--- config.mk ---
export PLATFORM = sky130hd
export DESIGN_NAME = ifscg_dpath
export DESIGN_NICKNAME = d
export VERILOG_FILES = /design/src/hw/rtl/ifscg_pkg.sv /design/src/hw/rtl/ifscg_dpath.sv
export SDC_FILE = /design/constraint.sdc
export NUM_CORES = 2
export LEC_CHECK = 0
export BUFFER_PORTS_ARGS = -buffer_cell sky130_fd_sc_hd__buf_4
export CAP_MARGIN = 15
export CORE_ASPECT_RATIO = 0.7
export CORE_MARGIN = 1.5
export CORE_UTILIZATION = 65
export DETAILED_ROUTE_END_ITERATION = 10
export GPL_ROUTABILITY_DRIVEN = 0
export HOLD_SLACK_MARGIN = 0.02
export MAX_ROUTING_LAYER = met4
export PLACE_DENSITY_LB_ADDON = 0.05
export SYNTH_ARGS = -nofsm -noshare
export SYNTH_HDL_FRONTEND = slang
export SYNTH_SLANG_ARGS = --single-unit
export TNS_END_PERCENT = 10
--- constraint.sdc ---
create_clock -name clk -period 15.45 [get_ports clk]
set_input_delay 4.635 -clock clk [delete_from_list [all_inputs] [get_ports clk]]
set_output_delay 4.635 -clock clk [all_outputs]
set_load 0.05 [all_outputs]
--- src/hw/rtl/ifscg_pkg.sv ---
// Package: constants, types and address helper for the IFS point engine
`default_nettype none

package ifscg_pkg;

  localparam int NUM_MAPS      = 32;
  localparam int FRAC_BITS     = 16;
  localparam int COEFS_PER_MAP = 13;
  localparam int PROB_SLOT     = 12;
  localparam int OFFSET_SLOT   = 9;
  localparam int RAND_SPAN     = 32767;
  localparam int WORD_W        = 32;
  localparam int PROD_W        = 2 * WORD_W;
  localparam int SLOT_W        = 4;
  localparam int MAP_IN_W      = 5;
  localparam int RAND_W        = 15;
  localparam int TABLE_DEPTH   = NUM_MAPS * COEFS_PER_MAP;
  localparam int ADDR_W        = $clog2(TABLE_DEPTH);
  localparam int MAP_W         = $clog2(NUM_MAPS);
  localparam int RAND_SCALE    = (1 << FRAC_BITS) / RAND_SPAN;
  localparam int LAST_ROW      = 2;
  localparam int OFFSET_COL    = 3;

  typedef logic [ADDR_W-1:0] addr_t;
  typedef logic [MAP_W-1:0]  map_t;

  typedef enum logic [1:0] {
    OP_LOAD    = 2'd0,
    OP_STEP    = 2'd1,
    OP_RESTART = 2'd2
  } op_t;

  typedef enum logic [3:0] {
    ST_CLEAR,
    ST_IDLE,
    ST_P0_RD,
    ST_P0_LD,
    ST_WTEST,
    ST_WADD,
    ST_WPEEK,
    ST_M_RD,
    ST_M_MUL,
    ST_M_ACC,
    ST_DONE
  } state_t;

  // controls from the sequencer to the datapath
  typedef struct packed {
    logic       r_load;
    logic       sum_init;
    logic       sum_add;
    logic       prod_load;
    logic       acc_add;
    logic       row_end;
    logic       restart;
    logic [1:0] row;
    logic [1:0] col;
  } dp_ctl_t;

  // status from the datapath back to the sequencer
  typedef struct packed {
    logic sum_below;
    logic data_zero;
  } dp_sts_t;

  // result register controls
  typedef struct packed {
    logic                load;
    logic                zero_point;
    logic [MAP_IN_W-1:0] chosen;
  } out_ctl_t;

  function automatic addr_t coef_addr(input addr_t map, input logic [SLOT_W-1:0] slot);
    addr_t base;
    base = addr_t'(map * addr_t'(COEFS_PER_MAP));
    return base + addr_t'(slot);
  endfunction

endpackage

`default_nettype wire

--- src/hw/rtl/ifscg_dpath.sv ---
// Datapath: walk sum, shared multiplier, accumulator and point registers
`default_nettype none

module ifscg_dpath (
  input  wire logic                                clk,
  input  wire logic                                rst_n,
  input  wire logic        [ifscg_pkg::RAND_W-1:0] in_random_value,
  input  wire ifscg_pkg::dp_ctl_t                  ctl,
  input  wire logic        [ifscg_pkg::WORD_W-1:0] rd_data,
  output ifscg_pkg::dp_sts_t                       sts,
  output logic signed      [ifscg_pkg::WORD_W-1:0] cur_x,
  output logic signed      [ifscg_pkg::WORD_W-1:0] cur_y,
  output logic signed      [ifscg_pkg::WORD_W-1:0] cur_z
);

  logic signed [ifscg_pkg::WORD_W-1:0] r_r, sum_r, acc_r, nx_r, ny_r;
  logic signed [ifscg_pkg::WORD_W-1:0] cur_x_r, cur_y_r, cur_z_r;
  logic signed [ifscg_pkg::PROD_W-1:0] prod_r;
  logic signed [ifscg_pkg::WORD_W-1:0] operand, coef, row_val, prod_fx;

  assign coef    = $signed(rd_data);
  assign row_val = acc_r + coef;
  // arithmetic shift right by the fraction width, low word kept
  assign prod_fx = prod_r[ifscg_pkg::FRAC_BITS + ifscg_pkg::WORD_W - 1 : ifscg_pkg::FRAC_BITS];

  always_comb begin
    case (ctl.col)
      2'd0:    operand = cur_x_r;
      2'd1:    operand = cur_y_r;
      default: operand = cur_z_r;
    endcase
  end

  always_ff @(posedge clk) begin
    if (ctl.r_load) begin
      r_r <= ifscg_pkg::WORD_W'(in_random_value) * ifscg_pkg::WORD_W'(ifscg_pkg::RAND_SCALE);
    end
    if (ctl.sum_init) begin
      sum_r <= coef;
    end else if (ctl.sum_add) begin
      sum_r <= sum_r + coef;
    end
    if (ctl.prod_load) begin
      prod_r <= coef * operand;
    end
    if (ctl.r_load || ctl.row_end) begin
      acc_r <= '0;
    end else if (ctl.acc_add) begin
      acc_r <= acc_r + prod_fx;
    end
    if (ctl.row_end && ctl.row == 2'd0) begin
      nx_r <= row_val;
    end
    if (ctl.row_end && ctl.row == 2'd1) begin
      ny_r <= row_val;
    end
  end

  always_ff @(posedge clk) begin
    if (!rst_n) begin
      cur_x_r <= '0;
      cur_y_r <= '0;
      cur_z_r <= '0;
    end else if (ctl.restart) begin
      cur_x_r <= '0;
      cur_y_r <= '0;
      cur_z_r <= '0;
    end else if (ctl.row_end && ctl.row == 2'(ifscg_pkg::LAST_ROW)) begin
      // all three rows read the old point, so commit together
      cur_x_r <= nx_r;
      cur_y_r <= ny_r;
      cur_z_r <= row_val;
    end
  end

  assign sts.sum_below = (sum_r < r_r);
  assign sts.data_zero = (rd_data == '0);

  assign cur_x = cur_x_r;
  assign cur_y = cur_y_r;
  assign cur_z = cur_z_r;

endmodule

`default_nettype wire

After elaboration in Yosys (flattened, before gate mapping)

Index checks and enable logic that the tools add are counted.
Widths: inputs -> output; s select.

Memories kept: 0
RAM bits: 0
Register bits: 287
ROM bits: 0
Logic and storage cells: 30
Input bits: 60
Bits in latches: 0
Output and inout port bits: 98

Eq/ne operators: 3
Mux-type cells: 3
Bitwise logic cells: 1
Reductions and logical operators: 9
Divide/modulo/power cells: 0
Add/subtract/negate cells: 3
$lt $le $gt $ge: 1
Shifts and indexed selects: 0
Multiply operators: 1

Operators by type and width:

| cell               | number |
|---|---|
| $add 32x32->32     | 3 |
| $mux 32            | 2 |
| $pmux 32 s2        | 1 |
| $mul 32x32->48     | 1 |
| $logic_not 32->1   | 1 |
| $lt 32x17->1       | 1 |
| $eq 2x1->1 const B | 2 |
| $logic_not 2->1    | 2 |
| $logic_and 1x1->1  | 3 |
| $eq 2x2->1 const B | 1 |
| $reduce_bool 2->1  | 1 |
| $reduce_or 2->1    | 1 |
| $logic_or 1x1->1   | 1 |
| $not 1->1          | 1 |

Logic depth before layout (Yosys ltp)

Word-level depth: 3
Gate-level depth with buffers: 34
Mapped depth without buffers: 29

Least setup slack after synthesis

OpenSTA, ideal clock, no wires.

Path kind: input -> register
From: input port ctl[0] in the netlist's numbering
To: register prod_r[47] in the netlist's numbering (data pin)
Buffers on the path: 4
Data arrival time: 12.536 ns
Library setup time: 0.260 ns
Path slack: 2.654 ns
Data required time: 15.190 ns
Stages: 29
Cell sequence: buf_4 buf_2 buf_1 mux2i_1 o21ai_1 clkbuf_1 nand2_1 inv_1 fa_1 inv_1 fa_1 inv_1 fa_1 inv_1 fa_1 inv_1 fa_1 fa_1 fa_1 fa_1 ha_1 and2_1 nand2_1 nor3_1 or3b_2 o21ai_0 o21ba_1 a221o_1 xnor2_1

Word-level cells in the longest chain between the ends: 3
Elaborated cells between the ends (all ways): 4
Classes of those cells: 1 x mul; 1 x eq/ne; 1 x mux; 1 x reduce/logical

Ends and longest elaborated chain:

| item                                          | line              | RTL |
|---|---|---|
| from (decl)                                   | ifscg_dpath.sv:8  | `input wire ifscg_pkg::dp_ctl_t ctl,` |
| $eq 2x1->1 or $logic_not 2->1 (tied branches) | ifscg_dpath.sv:27 | `case (ctl.col)` |
| $pmux 32 s2 (*)                               | ifscg_dpath.sv:27 |  |
| $mul 32x32->48 (*)                            | ifscg_dpath.sv:44 | `prod_r <= coef * operand;` |
| to (signal assigned)                          | ifscg_dpath.sv:44 |  |
| to (decl)                                     | ifscg_dpath.sv:18 | `logic signed [ifscg_pkg::PROD_W-1:0] prod_r;` |

Every way passes the cells marked *; elsewhere a longest branch is shown, timed or not.
A chain may end at the register's enable or synchronous reset.

Worst setup path after layout

Ends and elaborated chain as after synthesis.

==> reports/qor.yml <==
logic_synthesis:
  synth_fa_ha_area_share_pct: 46.6
  synth.top_cell.area_share_pct: 38.8
  synthesis.nets: 5833
  yosys.area_share.simple_pct: 16.1
  synth_most_common_cell: "inv_1"
  ys_seq_area_share_pct: 15.8
  yosysUniqueCellTypes: 82
  synth-xor-area-share_pct: 2.99
  synthMuxAreaShare_pct: 1.42
  synth_top_family_by_area: "adder cells"
  synth_area_leaders: "fa_1, edfxtp_1, ha_1"
  synthFlopType: "edfxtp_1"
  syn_inst: 4662
  yosys.area.top_type: "fa_1"
  syn_area_per_cell_um2: 9.31
  yosys_warnings: 0
  yosys-top-cells-count: "inv_1, fa_1, nand2_1"
  synth-seq-cells: 271
  synth-edff-count: 143
  syn_area_um2: 43400
  async_flop_share_pct: 0
  synth-compound-area-share_pct: 7.52
layout:
  areaGrowthSynthToFinish_pct: 6.08
  drive_gt1_share_pct: 6.63
  fin_nets: 5813
critical_path:
  crit_required_ns: 15.75
  arrival_ns: 13.50
  path_max_fanout: 32
  worstSetupPathType: "in -> reg"
  setup.worst_path.end_class: "flop"
  rrSetupSlack_ns: 6.49
  reg2reg_depth: 26
  startpoint_type: "input pin"
  reg2reg_to: "prod_r[47]"
  r2r-start: "cur_x[2]"
sta:
  drv_slew: 0
  tightest_slew_ns: 1.16
  hold_viol: 0
  setup_viol_count_final: 0
  max-slew-margin-rel_pct: 22.7
  rsz0062_at_grt: "no"
  clock.fmax_ghz: 0.0757
  period_share_pct: 85.4
  tns_ns: 0
  period_needed_ns: 13.20
  clock_skew_ns: 0.0126
detailed_routing:
  via_per_inst: 5.81
  drt_iter0_drc: 2893
  dr_total_vias: 32300
  wire_per_inst_um: 20.8
  postRouteAntennaNets: 0
  wl_um: 115000
  drt_first_pass_iters: 8
  drc: 0
grt:
  grt_usage_pct: 36.1
  grt_remaining_overflow: 0
  grt_pass1_vias: 32900
  grt_pass1_wl_um: 185000
  antenna_found_initial: 3
  grt_max_degree: 95
power_and_ir_drop:
  power_leakage_nw: 21.8
  ir_drop_uv: 79.6
  power.total_mw: 2.61
  p_per_area_nw_per_um2: 56.7
clock_network:
  hold_buffers: 0
  cts.path.max_buffers: 3
  cts_tree: "done"
  cts_max_level: 1
  clock_latency_ns: 0.55
  post_cts_resized: 0
  clock_sinks: 271
  post-cts-setup-buffers: 0
  cts_buffers: 24
  cts-root-buf: "clkbuf_16"
  clk_pin_slew_ns: 0.07
floorplan:
  row_count: 79
  die_width_um: 312
  initial_core_util_pct: 65.5
  core-area_um2: 66200
  io_pins: 158
  die_h_um: 219
  die-area_um2: 68300
placement:
  numPortBuffers: 157
  dp_hpwl_um: 87700
worst_hold_path:
  whs_path_depth: 2
  worstHoldEndpoint: "cur_z[15]"
  hp-start: "cur_z[15]"
  hp-class: "reg -> reg"
outcome:
  status: "finished, final reports clean"
flow_run:
  cap_violations: 0
-- flip-flops by register name, summed over array words and instances (netlist names) --
| register | flops |
|---|---|
| cur_x | 32 |
| acc_r | 32 |
| cur_y | 32 |
| r_r | 15 |
| prod_r | 32 |
| sum_r | 32 |
| cur_z | 32 |
| nx_r | 32 |
| ny_r | 32 |
-- logic make-up after synthesis --
logic type,count (synthesis)
AO/OA/AOI/OAI,511
XOR/XNOR,148
adder cells (fa/ha/maj),1111
buffers and inverters,1098
flip-flops,271
multiplexers,61
AND/OR/NAND/NOR,1462
-- stage by stage --
step                      util, %  cell area (um2)  cells  hold WS, ns  setup slack (ns)
after global routing         69.5            46000   5554        0.498              1.83
after global placement       68.2            45200   5507        0.459              2.01
after detailed placement     68.2            45200   5507        0.463              1.74
after floorplan                 -            43400   4662        0.471              2.65
after CTS                    69.5            46000   5551        0.472              2.29
final                        69.5            46000   5555        0.474              2.25
-- where the power goes --
group          internal (mW)  switching, mW  leakage (nW)
logic                  0.400          0.646          19.0
registers              0.853         0.0452          2.43
clock network          0.372          0.291         0.426
-- layout make-up --
class                   count  area (um2)
fillers                  5222       20200
flip-flops and latches    271        6860
inverters                 858        3220
diodes                      4        10.0
clock inverters            11         115
clock buffers              33         739
multi-input cells        3293       32500
well taps                 891        1110
repair buffers            194        1460
-- critical path, cell delays in order --
cell and delay, ns:
buf_4 0.51, mux2i_1 0.18, o21ai_2 0.83, buf_4 0.35, nand2_1 0.11, inv_1 0.15
fa_1 0.42, inv_1 0.13, fa_1 0.47, inv_1 0.09, fa_1 0.49, inv_1 0.43
fa_1 0.51, inv_1 0.09, fa_1 0.44, fa_1 0.56, fa_1 0.43, fa_1 0.47
ha_1 0.35, and2_1 0.18, nand2_1 0.12, nor3_1 0.27, or3b_2 0.47, o21ai_0 0.10
o21ba_1 0.21, a221o_1 0.33, xnor2_1 0.12
-- cells in the final DEF, fill, tap and decap left out, types with 8 or more instances in the layout --
master,n
ha_1,270
inv_1,858
nor4_1,14
o21ai_1,8
a31oi_1,10
dfxtp_1,128
nand3_1,33
nor2b_1,15
or3_1,8
edfxtp_1,143
mux2i_1,57
o21ai_2,28
a21oi_1,192
fa_1,841
o21a_1,17
nor3_1,22
buf_4,194
o21ai_0,77
xor2_1,47
xnor2_1,101
a21o_1,62
nand2_1,751
nand4_1,22
clkbuf_16,28
nor2_1,100
and2_1,426
nand2b_1,18
a211oi_1,13
a31o_2,9
or2_2,15
o21bai_1,13
-- worst max path at each step --
stage	start	endpoint	slack (ns)
detailed placement	ctl[0]	prod_r[47]	1.74
finish	ctl[0]	prod_r[47]	2.25
global placement	ctl[0]	prod_r[47]	2.01
CTS	ctl[0]	prod_r[47]	2.29
floorplan	ctl[0]	prod_r[47]	2.65
global route	ctl[0]	prod_r[47]	1.83
-- routing by layer --
metal  vias up  wire [um]  track usage (%)
li1      14300          -                -
met1     16300      47800             50.3
met5         -          0                -
met4         0       3430             9.16
met3       194      11100             6.09
met2      1502      52900             55.5
No activity file was read; power rests on OpenSTA's default activity.
