**src/hw/rtl/ifscg_pkg.sv**
```systemverilog
// Package: constants, types and address helper for the IFS point engine
`default_nettype none

package ifscg_pkg;

  localparam int NUM_MAPS      = 32;
  localparam int FRAC_BITS     = 16;
  localparam int COEFS_PER_MAP = 13;
  localparam int PROB_SLOT     = 12;
  localparam int OFFSET_SLOT   = 9;
  localparam int RAND_SPAN     = 32767;
  localparam int WORD_W        = 32;
  localparam int PROD_W        = 2 * WORD_W;
  localparam int SLOT_W        = 4;
  localparam int MAP_IN_W      = 5;
  localparam int RAND_W        = 15;
  localparam int TABLE_DEPTH   = NUM_MAPS * COEFS_PER_MAP;
  localparam int ADDR_W        = $clog2(TABLE_DEPTH);
  localparam int MAP_W         = $clog2(NUM_MAPS);
  localparam int RAND_SCALE    = (1 << FRAC_BITS) / RAND_SPAN;
  localparam int LAST_ROW      = 2;
  localparam int OFFSET_COL    = 3;

  typedef logic [ADDR_W-1:0] addr_t;
  typedef logic [MAP_W-1:0]  map_t;

  typedef enum logic [1:0] {
    OP_LOAD    = 2'd0,
    OP_STEP    = 2'd1,
    OP_RESTART = 2'd2
  } op_t;

  typedef enum logic [3:0] {
    ST_CLEAR,
    ST_IDLE,
    ST_P0_RD,
    ST_P0_LD,
    ST_WTEST,
    ST_WADD,
    ST_WPEEK,
    ST_M_RD,
    ST_M_MUL,
    ST_M_ACC,
    ST_DONE
  } state_t;

  // controls from the sequencer to the datapath
  typedef struct packed {
    logic       r_load;
    logic       sum_init;
    logic       sum_add;
    logic       prod_load;
    logic       acc_add;
    logic       row_end;
    logic       restart;
    logic [1:0] row;
    logic [1:0] col;
  } dp_ctl_t;

  // status from the datapath back to the sequencer
  typedef struct packed {
    logic sum_below;
    logic data_zero;
  } dp_sts_t;

  // result register controls
  typedef struct packed {
    logic                load;
    logic                zero_point;
    logic [MAP_IN_W-1:0] chosen;
  } out_ctl_t;

  function automatic addr_t coef_addr(input addr_t map, input logic [SLOT_W-1:0] slot);
    addr_t base;
    base = addr_t'(map * addr_t'(COEFS_PER_MAP));
    return base + addr_t'(slot);
  endfunction

endpackage

`default_nettype wire

```
**src/hw/rtl/ifscg_ctrl.sv**
```systemverilog
// Sequencer: table clear, map selection walk and affine evaluation order
`default_nettype none

module ifscg_ctrl (
  input  wire logic                                  clk,
  input  wire logic                                  rst_n,
  input  wire logic                                  in_valid,
  output logic                                       in_stall,
  input  wire logic        [1:0]                     in_op,
  input  wire logic        [ifscg_pkg::MAP_IN_W-1:0] in_map_index,
  input  wire logic        [ifscg_pkg::SLOT_W-1:0]   in_coef_slot,
  input  wire logic signed [ifscg_pkg::WORD_W-1:0]   in_coef_value,
  input  wire logic                                  out_free,
  input  wire ifscg_pkg::dp_sts_t                    sts,
  output ifscg_pkg::dp_ctl_t                         ctl,
  output ifscg_pkg::out_ctl_t                        oc,
  output logic                                       ram_we,
  output ifscg_pkg::addr_t                           ram_waddr,
  output logic             [ifscg_pkg::WORD_W-1:0]   ram_wdata,
  output ifscg_pkg::addr_t                           ram_raddr
);

  ifscg_pkg::state_t state_r, state_nxt;
  ifscg_pkg::map_t   k_r, k_nxt;
  ifscg_pkg::addr_t  clr_r, clr_nxt;
  logic [1:0]        row_r, row_nxt, col_r, col_nxt;
  logic              accept, load_ok, clr_last, walk_go, walk_end;
  logic [ifscg_pkg::SLOT_W-1:0] mat_slot;

  assign accept   = in_valid && !in_stall;
  assign load_ok  = (in_coef_slot < ifscg_pkg::SLOT_W'(ifscg_pkg::COEFS_PER_MAP))
                 && (32'(in_map_index) < 32'(ifscg_pkg::NUM_MAPS));
  assign clr_last = (clr_r == ifscg_pkg::addr_t'(ifscg_pkg::TABLE_DEPTH - 1));
  assign walk_go  = sts.sum_below && (k_r != ifscg_pkg::map_t'(ifscg_pkg::NUM_MAPS - 1));
  // next advance lands on the last map
  assign walk_end = (k_r == ifscg_pkg::map_t'(ifscg_pkg::NUM_MAPS - 2));
  assign mat_slot = (col_r == 2'(ifscg_pkg::OFFSET_COL))
                  ? ifscg_pkg::SLOT_W'(ifscg_pkg::OFFSET_SLOT) + ifscg_pkg::SLOT_W'(row_r)
                  : ifscg_pkg::SLOT_W'(row_r) * ifscg_pkg::SLOT_W'(3) + ifscg_pkg::SLOT_W'(col_r);

  always_comb begin
    state_nxt = state_r;
    case (state_r)
      ifscg_pkg::ST_CLEAR: begin
        if (clr_last) begin
          state_nxt = ifscg_pkg::ST_IDLE;
        end
      end
      ifscg_pkg::ST_IDLE: begin
        if (accept && in_op == ifscg_pkg::OP_STEP) begin
          state_nxt = ifscg_pkg::ST_P0_RD;
        end
      end
      ifscg_pkg::ST_P0_RD: state_nxt = ifscg_pkg::ST_P0_LD;
      ifscg_pkg::ST_P0_LD: state_nxt = ifscg_pkg::ST_WTEST;
      ifscg_pkg::ST_WTEST: begin
        state_nxt = walk_go ? ifscg_pkg::ST_WADD : ifscg_pkg::ST_M_RD;
      end
      ifscg_pkg::ST_WADD: begin
        state_nxt = walk_end ? ifscg_pkg::ST_M_RD : ifscg_pkg::ST_WPEEK;
      end
      ifscg_pkg::ST_WPEEK: begin
        state_nxt = sts.data_zero ? ifscg_pkg::ST_M_RD : ifscg_pkg::ST_WTEST;
      end
      ifscg_pkg::ST_M_RD: state_nxt = ifscg_pkg::ST_M_MUL;
      ifscg_pkg::ST_M_MUL: begin
        if (col_r != 2'(ifscg_pkg::OFFSET_COL)) begin
          state_nxt = ifscg_pkg::ST_M_ACC;
        end else if (row_r == 2'(ifscg_pkg::LAST_ROW)) begin
          state_nxt = ifscg_pkg::ST_DONE;
        end else begin
          state_nxt = ifscg_pkg::ST_M_RD;
        end
      end
      ifscg_pkg::ST_M_ACC: state_nxt = ifscg_pkg::ST_M_RD;
      ifscg_pkg::ST_DONE: begin
        if (out_free) begin
          state_nxt = ifscg_pkg::ST_IDLE;
        end
      end
      default: state_nxt = ifscg_pkg::ST_IDLE;
    endcase
  end

  always_comb begin
    in_stall  = (state_r != ifscg_pkg::ST_IDLE) || !out_free;
    ctl       = '0;
    ctl.row   = row_r;
    ctl.col   = col_r;
    oc        = '0;
    ram_we    = 1'b0;
    ram_waddr = clr_r;
    ram_wdata = '0;
    ram_raddr = '0;
    k_nxt     = k_r;
    row_nxt   = row_r;
    col_nxt   = col_r;
    clr_nxt   = clr_r;
    case (state_r)
      ifscg_pkg::ST_CLEAR: begin
        ram_we  = 1'b1;
        clr_nxt = clr_r + ifscg_pkg::addr_t'(1);
      end
      ifscg_pkg::ST_IDLE: begin
        if (accept) begin
          case (in_op)
            ifscg_pkg::OP_LOAD: begin
              ram_we    = load_ok;
              ram_waddr = ifscg_pkg::coef_addr(ifscg_pkg::addr_t'(in_map_index), in_coef_slot);
              ram_wdata = in_coef_value;
              oc.load   = 1'b1;
            end
            ifscg_pkg::OP_STEP: begin
              ctl.r_load = 1'b1;
              k_nxt      = '0;
              row_nxt    = '0;
              col_nxt    = '0;
            end
            ifscg_pkg::OP_RESTART: begin
              ctl.restart   = 1'b1;
              oc.load       = 1'b1;
              oc.zero_point = 1'b1;
            end
            default: begin
              oc.load = 1'b1;
            end
          endcase
        end
      end
      ifscg_pkg::ST_P0_RD: begin
        ram_raddr = ifscg_pkg::coef_addr('0, ifscg_pkg::SLOT_W'(ifscg_pkg::PROB_SLOT));
      end
      ifscg_pkg::ST_P0_LD: begin
        ctl.sum_init = 1'b1;
      end
      ifscg_pkg::ST_WTEST: begin
        ram_raddr = ifscg_pkg::coef_addr(ifscg_pkg::addr_t'(k_r) + ifscg_pkg::addr_t'(1),
                                         ifscg_pkg::SLOT_W'(ifscg_pkg::PROB_SLOT));
      end
      ifscg_pkg::ST_WADD: begin
        ctl.sum_add = 1'b1;
        k_nxt       = k_r + ifscg_pkg::map_t'(1);
        // look ahead at the probability after the new map
        ram_raddr   = ifscg_pkg::coef_addr(ifscg_pkg::addr_t'(k_r) + ifscg_pkg::addr_t'(2),
                                           ifscg_pkg::SLOT_W'(ifscg_pkg::PROB_SLOT));
      end
      ifscg_pkg::ST_M_RD: begin
        ram_raddr = ifscg_pkg::coef_addr(ifscg_pkg::addr_t'(k_r), mat_slot);
      end
      ifscg_pkg::ST_M_MUL: begin
        if (col_r == 2'(ifscg_pkg::OFFSET_COL)) begin
          ctl.row_end = 1'b1;
          row_nxt     = row_r + 2'd1;
          col_nxt     = '0;
        end else begin
          ctl.prod_load = 1'b1;
        end
      end
      ifscg_pkg::ST_M_ACC: begin
        ctl.acc_add = 1'b1;
        col_nxt     = col_r + 2'd1;
      end
      ifscg_pkg::ST_DONE: begin
        oc.load   = out_free;
        oc.chosen = ifscg_pkg::MAP_IN_W'(k_r);
      end
      default: begin
      end
    endcase
  end

  always_ff @(posedge clk) begin
    if (!rst_n) begin
      state_r <= ifscg_pkg::ST_CLEAR;
      clr_r   <= '0;
      k_r     <= '0;
      row_r   <= '0;
      col_r   <= '0;
    end else begin
      state_r <= state_nxt;
      clr_r   <= clr_nxt;
      k_r     <= k_nxt;
      row_r   <= row_nxt;
      col_r   <= col_nxt;
    end
  end

endmodule

`default_nettype wire

```
**config.mk**
```make
export PLATFORM = sky130hd
export DESIGN_NAME = ifscg_ctrl
export DESIGN_NICKNAME = d
export VERILOG_FILES = /design/src/hw/rtl/ifscg_pkg.sv /design/src/hw/rtl/ifscg_ctrl.sv
export SDC_FILE = /design/constraint.sdc
export NUM_CORES = 1
export LEC_CHECK = 0
export BUFFER_PORTS_ARGS = -buffer_cell sky130_fd_sc_hd__buf_2
export CORE_AREA = 3 3 100 83
export CTS_CLUSTER_DIAMETER = 40
export DETAILED_ROUTE_END_ITERATION = 10
export DIE_AREA = 0 0 103 86
export GPL_TIMING_DRIVEN = 0
export PLACE_DENSITY_LB_ADDON = 0.15
export REMOVE_ABC_BUFFERS = 1
export SYNTH_ARGS = -nofsm -noshare
export SYNTH_HDL_FRONTEND = slang
export SYNTH_SLANG_ARGS = --single-unit
export TNS_END_PERCENT = 20
```
**constraint.sdc**
```tcl
create_clock -name clk -period 4.9 [get_ports clk]
set_clock_uncertainty 0.1 [all_clocks]
set_input_delay 0.735 -clock clk [delete_from_list [all_inputs] [get_ports clk]]
set_output_delay 0.735 -clock clk [all_outputs]
set_load 0.03 [all_outputs]
```
Word-level counts from Yosys, hierarchy flattened --
Index checks and enable logic that the tools add are counted.
Cells by class: add/sub/neg operators 12, multipliers 5, divide/modulo/power cells 0, magnitude comparators 1, equal/unequal tests 25, shift operators 0, mux-type cells 47, bitwise gates (word level) 0, reductions and logical operators 15
Operator list (number):
- $mux 32 | 3
- $pmux 4 s11 | 1
- $pmux 9 s4 | 1
- $mux 9 | 3
- $mux 4 | 6
- $add 9x4->9 | 2
- $add 9x4->9 const B | 2
- $mul 5x4->9 const B | 2
- $mul 6x4->9 const B | 2
- $mux 1 | 18
- $eq 4x3->1 const B | 4
- $mux 5 | 3
- $mux 2 | 7
- $ne 2x2->1 const B | 7
- $eq 4x4->1 const B | 3
- $pmux 5 s2 | 1
- $add 9x1->9 const B | 1
- $eq 9x9->1 const B | 1
- $eq 4x2->1 const B | 2
- $reduce_and 4->1 | 2
- $add 5x1->6 const B | 1
- $add 5x2->6 const B | 1
- $eq 2x2->1 const B | 3
- $pmux 2 s3 | 1
- 21 further kinds | 28
Storage, ports and cells: bits in registers 22, bits in latches 0, memory bits (writable) 0, ROM bits 0, bits of input ports 49, output and inout port bits 70, word-level logic and storage cells 110, memories kept 0

Depth between registers and ports, before layout --
Gate-level depths: netlist of run 1.
depth after elaboration 7, mapped depth 14

Worst setup path before layout of run 1 --
No wires, ideal clock.
path kind reg2out, start register row_r[0], end output port ram_raddr[7], arrival 3.676 ns, slack 0.389 ns, cell stages (with the launch flop) 15, buffers on the path 0, path through dfxtp_1 -> inv_1 -> fa_1 -> inv_1 -> ha_1 -> inv_1 -> fa_1 -> mux2i_1 -> ha_1 -> fa_1 -> a21o_1 -> a21oi_1 -> nor2b_1 -> mux2i_1 -> a211o_1
On the way: word-level cells in the longest chain between the ends 5
RTL lines:
- start: declaration | line ifscg_ctrl.sv:26 | logic [1:0] row_r, row_nxt, col_r, col_nxt;
- start signal: assignment | line ifscg_ctrl.sv:183 | row_r <= row_nxt;
- $mul 2x2->4 | line ifscg_ctrl.sv:39 | : ifscg_pkg::SLOT_W'(row_r) * ifscg_pkg::SLOT_W'(3) + ifscg_pkg::SLOT_W'(col_r);
- $add 4x2->4 | line ifscg_ctrl.sv:39
- $mux 4 * | line ifscg_ctrl.sv:38 | ? ifscg_pkg::SLOT_W'(ifscg_pkg::OFFSET_SLOT) + ifscg_pkg::SLOT_W'(row_r)
- $add 9x4->9 * | line ifscg_pkg.sv:76 | return base + addr_t'(slot);
- $pmux 9 s4 * | line ifscg_ctrl.sv:99 | case (state_r)
- end: declaration | line ifscg_ctrl.sv:20 | output ifscg_pkg::addr_t ram_raddr
Every way passes the cells marked *; elsewhere a longest branch is shown, timed or not.

Worst setup path in the final report of run 1 --
start register k_r[2], end output port ram_raddr[8]
On the way: word-level cells in the longest chain between the ends 4
RTL lines:
- start: declaration | line ifscg_ctrl.sv:24 | ifscg_pkg::map_t k_r, k_nxt;
- start signal: assignment | line ifscg_ctrl.sv:182 | k_r <= k_nxt;
- $add 5x2->6 / $add 5x1->6 (equally long branches) | line ifscg_ctrl.sv:144, ifscg_ctrl.sv:137
- $mul 6x4->9 | line ifscg_pkg.sv:75 | base = addr_t'(map * addr_t'(COEFS_PER_MAP));
- $add 9x4->9 | line ifscg_pkg.sv:76
- $pmux 9 s4 * | line ifscg_ctrl.sv:99
Marked as above.

==> flow_metrics.env, run 1 <==
export IMPL_status="finished, final reports clean"
export IMPL_cp_arrival_ps=3900
export IMPL_grt_pass1_vias=3445
export IMPL_dp_cells=672
export IMPL_synth_area_top_cells="ha_1, dfxtp_1, and2_1"
export IMPL_post_cts_setup_buffer_count=0
export IMPL_drtIter0Drc=196
export IMPL_numCtsBuffers=3
export IMPL_pin_count=119
export IMPL_dr_total_vias=3678
export IMPL_power_mw=0.4925
export IMPL_netlist_instances=481
export IMPL_p_leak_nw=2.714
export IMPL_finalNetCount=738
export IMPL_final_cells=676
export IMPL_yosys_register_bits=22
export IMPL_cts_root_buf="clkbuf_8"
export IMPL_clockBufferDepth=2
export IMPL_crit_chain="ha_2 > nand2_1 > xnor2_2 > inv_1 > fa_1 > inv_1 > ha_1 > ha_1 > a21o_1 > a311o_1 > a2111o_1 > o21a_1 > o211ai_1 > clkbuf_4"
export IMPL_rows=28
export IMPL_drive_above_1_share=0.2509
export IMPL_rsz0062_at_grt="no"
export IMPL_setup_viol=0
export IMPL_crit_type="reg -> out"
export IMPL_gp_congestion=0.9028
export IMPL_worst_path_max_fanout=7
export IMPL_antenna_cells=0
export IMPL_slew_viol_final=0
export IMPL_place_area_mm2=0.004599
export IMPL_avgSynthCellArea_um2=8.251
export IMPL_place_hpwl_um=8340
export IMPL_synth_flop_cell="dfxtp_1"
export IMPL_drc=0
export IMPL_htreeDepth=1
export IMPL_multi_input_area_mm2=0.003328
export IMPL_path_buf_inv=3
export IMPL_fin_crit_sh=0.9669
export IMPL_grt_max_degree=38
export IMPL_grt_overflow=0
export IMPL_cts_tree="yes"
export IMPL_fmax_ghz=0.2111
export IMPL_cts_sinks=22
export IMPL_synth_edf_count=0
export IMPL_design_area_mm2=0.004755
export IMPL_core_area_mm2=0.007357
export IMPL_vdd_drop_max_uv=133.8
export IMPL_critical_path_slowest_cell="fa_1"
export IMPL_start_kind="register"
export IMPL_finalHoldViolations=0
export IMPL_holdBufCountCts=0
export IMPL_firstDrtPassIters=4
export IMPL_num_fill_cells=655
export IMPL_area_growth_pct=19.80
export IMPL_cp_required_ps=4070
export IMPL_synthDistinctLibCells=54
export IMPL_syn_cell_area_mm2=0.003969
export IMPL_critPathTopFamily="adder cells"
export IMPL_max_cap_viol_count=0
export IMPL_die_w_um=103
export IMPL_synth_seq_area_share=0.1110
export IMPL_grt_antenna_before_repair=0
export IMPL_worst_slew_pin_transition_ps=930.8
export IMPL_ys_async_sr_fraction=0
export IMPL_cellPowerDensity_mw_per_mm2=103.6
export IMPL_grt_pass1_wl_um=16170
export IMPL_ys_warn_count=0
export IMPL_endpoint_kind="output pin"
export IMPL_numPortBuffers=118
export IMPL_seq_area_um2=461.7
export IMPL_worst_skew_pair_late_latency_ps=270
export IMPL_grt_usage=0.2223
export IMPL_routed_via_density=5.441
export IMPL_fin_crit_ps=4738
export IMPL_start_util=0.5395
export IMPL_final_util=0.6463
export IMPL_hold_class="reg -> reg"
export IMPL_slowest_delay_ps=520
export IMPL_yosysTopAreaCell="ha_1"
export IMPL_die_h_um=86
export IMPL_dieArea_mm2=0.008858
export IMPL_ant_nets=0
export IMPL_synth_top_cell_area_share=0.2774
export IMPL_slew_headroom=0.3775
export IMPL_wl_per_cell_um=14.64
export IMPL_path_clk_slew_ps=80
export IMPL_wl_um=9894
cell usage after synthesis (3+ instances only):
cell and count:
and2_1 48, or3_1 3, nor2b_1 7, a21o_1 10
clkbuf_1 12, and3_1 4, inv_1 49, dfxtp_1 22
fa_1 14, a21boi_1 3, a21boi_0 4, a211oi_1 4
nor4b_1 3, xnor2_1 18, ha_1 88, buf_2 4
nand3_1 15, a21oi_1 19, o21a_1 5, xor2_1 14
mux2i_1 5, nand2b_1 4, o21ai_0 18, nand4_1 6
nor3b_1 4, nor2_1 14, o221ai_1 4, nand2_1 37
o21ai_1 3, nor3_1 7, nand3b_1 3
cells in the final DEF, fill, tap and decap left out, drive strengths merged, types with 2 or more instances in the layout:
| master | count |
|---|---|
| nor2b | 7 |
| nor2 | 14 |
| fa | 14 |
| a21oi | 19 |
| nand3 | 15 |
| o221ai | 4 |
| nor3 | 8 |
| inv | 49 |
| nor3b | 4 |
| xor2 | 14 |
| o21ai | 21 |
| dfxtp | 22 |
| nand2 | 37 |
| mux2 | 2 |
| nand2b | 4 |
| a21boi | 7 |
| nand4 | 8 |
| o22a | 2 |
| or3 | 3 |
| a221o | 2 |
| mux2i | 5 |
| buf | 117 |
| ha | 88 |
| and3 | 4 |
| o21a | 5 |
| xnor2 | 18 |
| clkbuf | 4 |
| a21o | 10 |
| a211oi | 4 |
| nor4b | 4 |
| nand3b | 3 |
| and2 | 48 |
| o21bai | 2 |
| o211ai | 2 |
| a31oi | 2 |
per-stage QoR:
step	TNS (ps)	hold slack, ps	setup WS, ps
final	0	375.1	162.0
after global routing	0	394.7	10.32
after CTS	-56.57	396.6	-45.26
after detailed placement	0	385.6	108.5
after global placement	0	375.6	173.1
after floorplan	0	370.6	388.6
worst min-delay path: cells and delay by family, from the launching register on:
family	cells	cell delay (ps)
flip-flops	1	340
AO/OA/AOI/OAI	1	50
AND/OR/NAND/NOR	1	60
worst paths after layout:
check,from,endpoint,slack [ps],depth (start not counted)
setup reg to reg,state_r[1],state_r[0],2470,5
hold reg to reg,col_r[1],col_r[1],380,2
hold / removal,col_r[1],col_r[1],380,2
setup / recovery,k_r[2],ram_raddr[8],160,14
flip-flops by register name, indices dropped and copies added (netlist names):
| register | count |
|---|---|
| clr_r | 9 |
| k_r | 5 |
| state_r | 4 |
| col_r | 2 |
| row_r | 2 |
routing by layer:
| layer | up-vias | global-route usage | share of wire |
|---|---|---|---|
| met5 | - | 0 | 0 |
| met4 | 0 | 0.01882 | 0.0044 |
| met3 | 6 | 0.02846 | 0.071 |
| met2 | 127 | 0.3489 | 0.44 |
| met1 | 1663 | 0.3365 | 0.49 |
| li1 | 1882 | - | - |
kinds of logic after synthesis:
| logic type | share of synthesized area |
|---|---|
| fa+ha+maj | 0.3480 |
| simple gates | 0.2358 |
| buf+inv | 0.06557 |
| compound gates | 0.1507 |
| mux | 0.01829 |
| flops | 0.1110 |
| xor+xnor | 0.07062 |
area by class of cell:
| class | instances | area share |
|---|---|---|
| multi-input combinational | 392 | 0.7000 |
| timing repair buffer | 118 | 0.1247 |
| sequential | 22 | 0.09711 |
| inverter | 50 | 0.03947 |
| tap | 90 | 0.02368 |
| clock buffer | 3 | 0.008684 |
| clock inverter | 1 | 0.006316 |
what timing repair did:
action / CTS / global route
gates resized for setup: 5 / 18
endpoints found under the setup margin: 2 / 4
hold endpoints to repair: 0 / 0
power breakdown:
part | switching, mW | internal, mW
registers | 0.00239 | 0.178
logic | 0.0732 | 0.0673
clock network | 0.0625 | 0.109
(Power assumes the default switching activity.)
==> run 2: changes to the inputs <==
--- a/config.mk
+++ b/config.mk
@@ -11,7 +11,7 @@
 export DETAILED_ROUTE_END_ITERATION = 10
 export DIE_AREA = 0 0 103 86
 export GPL_TIMING_DRIVEN = 0
-export PLACE_DENSITY_LB_ADDON = 0.15
+export PLACE_DENSITY = 0.78
 export REMOVE_ABC_BUFFERS = 1
 export SYNTH_ARGS = -nofsm -noshare
 export SYNTH_HDL_FRONTEND = slang
==> flow_metrics.env, run 2 (synthesized netlist as in run 1, its figures left out) <==
export IMPL_status="finished, final reports clean"
export IMPL_cp_required_ps=4070
export IMPL_crit_type="reg -> out"
export IMPL_finalHoldViolations=0
export IMPL_dp_cells=672
export IMPL_critical_path_slowest_cell="fa_1"
export IMPL_dp_slack_ps=189.9
export IMPL_dieArea_mm2=0.008858
export IMPL_regMostFlops="clr_r"
export IMPL_drive_above_1_share=0.2457
export IMPL_htreeDepth=1
export IMPL_worst_path_max_fanout=6
export IMPL_endpoint_kind="output pin"
export IMPL_grt_max_degree=38
export IMPL_antenna_cells=0
export IMPL_top_regs="clr_r (9), k_r (5), state_r (4)"
export IMPL_grt_pass1_vias=3710
export IMPL_gp_congestion=0.9106
export IMPL_grt_usage=0.2361
export IMPL_rows=28
export IMPL_drc=0
export IMPL_slew_headroom=0.3847
export IMPL_firstDrtPassIters=5
export IMPL_finalNetCount=738
export IMPL_cp_arrival_ps=3910
export IMPL_cts_sinks=22
export IMPL_die_h_um=86
export IMPL_design_area_mm2=0.004717
export IMPL_numPortBuffers=118
export IMPL_numCtsBuffers=3
export IMPL_slowest_delay_ps=510
export IMPL_final_cell_mix="buf_2, ha_1, inv_1, and2_1, nand2_1"
export IMPL_fin_crit_sh=0.9687
export IMPL_cts_tree="yes"
export IMPL_p_leak_nw=2.711
export IMPL_die_w_um=103
export IMPL_worst_slew_pin_transition_ps=920.0
export IMPL_clockBufferDepth=2
export IMPL_area_growth_pct=18.85
export IMPL_cellPowerDensity_mw_per_mm2=95.81
export IMPL_setup_ws_ps=153.5
export IMPL_start_kind="register"
export IMPL_setup_viol=0
export IMPL_path_clk_slew_ps=80
export IMPL_dr_total_vias=3840
export IMPL_tns_ps=0
export IMPL_start_util=0.5395
export IMPL_worst_skew_pair_late_latency_ps=260
export IMPL_slew_viol_final=0
export IMPL_vdd_drop_max_uv=88.89
export IMPL_fmax_ghz=0.2107
export IMPL_critPathTopFamily="adder cells"
export IMPL_fin_crit_ps=4746
export IMPL_pin_count=119
export IMPL_layout_commonest_cell="buf_2"
export IMPL_routed_via_density=5.680
export IMPL_final_cells=676
export IMPL_place_hpwl_um=8875
export IMPL_holdBufCountCts=0
export IMPL_wl_um=10360
export IMPL_grt_pass1_wl_um=16950
export IMPL_wl_per_cell_um=15.33
export IMPL_hold_class="reg -> reg"
export IMPL_num_fill_cells=642
export IMPL_power_mw=0.4519
export IMPL_grt_overflow=0
export IMPL_grt_antenna_before_repair=0
export IMPL_place_area_mm2=0.004599
export IMPL_core_area_mm2=0.007357
export IMPL_max_cap_viol_count=0
export IMPL_cts_root_buf="clkbuf_8"
export IMPL_path_buf_inv=4
export IMPL_ant_nets=0
export IMPL_largest_register_ffs=9
export IMPL_drtIter0Drc=196
export IMPL_crit_chain="inv_1 > fa_1 > inv_1 > ha_1 > inv_1 > fa_1 > mux2i_1 > ha_1 > fa_1 > a21o_1 > a21oi_2 > nor2b_1 > mux2i_1 > a211o_1 > buf_2"
==> run 2: worst register-to-register path: stages, from the launching register on <==
cell and delay [ps]:
dfxtp_1 700, nor2_1 120, nand3_1 410, clkinv_1 480
a41oi_1 390, a31oi_1 110
==> run 2: final timing paths <==
kind	to	startpoint	slack [ps]	depth (start not counted)
max	ram_raddr[7]	row_r[0]	150	15
min reg2reg	col_r[1]	col_r[1]	380	2
min	col_r[1]	col_r[1]	380	2
max reg2reg	state_r[0]	state_r[3]	2490	5
==> run 2: area by class of cell <==
type | count | area (um2) | share of cell area
Multi-Input combinational cell | 392 | 3309 | 0.7016
Inverter | 50 | 187.7 | 0.03979
Timing Repair Buffer | 118 | 593.1 | 0.1257
Clock buffer | 4 | 55.05 | 0.01167
Tap cell | 90 | 112.6 | 0.02387
Sequential cell | 22 | 459.2 | 0.09735
==> run 2: power breakdown <==
group          leakage, nW  internal [mW]  switching (mW)  total, mW
clock network       0.0288         0.0716          0.0571      0.129
registers            0.183          0.178         0.00249      0.181
logic                 2.50         0.0679          0.0743      0.142
total                 2.71          0.318           0.134      0.452
==> run 2: what timing repair did <==
item                       CTS  global route
setup endpoints to repair    2             4
gates resized for setup      3            15
pin swaps                    0             1
buffers inserted             0             0
==> run 2: per-stage QoR <==
step,hold slack (ps),utilization
6_report,378.8,0.6412
5_1_grt,396.3,0.6412
4_1_cts,409.7,0.6332
3_5_place_dp,395.5,0.6252
3_3_place_gp,374.0,0.6252
2_1_floorplan,370.6,-
==> run 2: routing by layer <==
| layer | vias up | share of wire | wire length (um) | global-route usage |
|---|---|---|---|---|
| met4 | 0 | 0.032 | 327 | 0.07294 |
| met5 | - | 0 | 0 | 0 |
| met3 | 17 | 0.063 | 648 | 0.02683 |
| met1 | 1785 | 0.44 | 4545 | 0.3119 |
| li1 | 1882 | - | - | - |
| met2 | 156 | 0.47 | 4840 | 0.4007 |
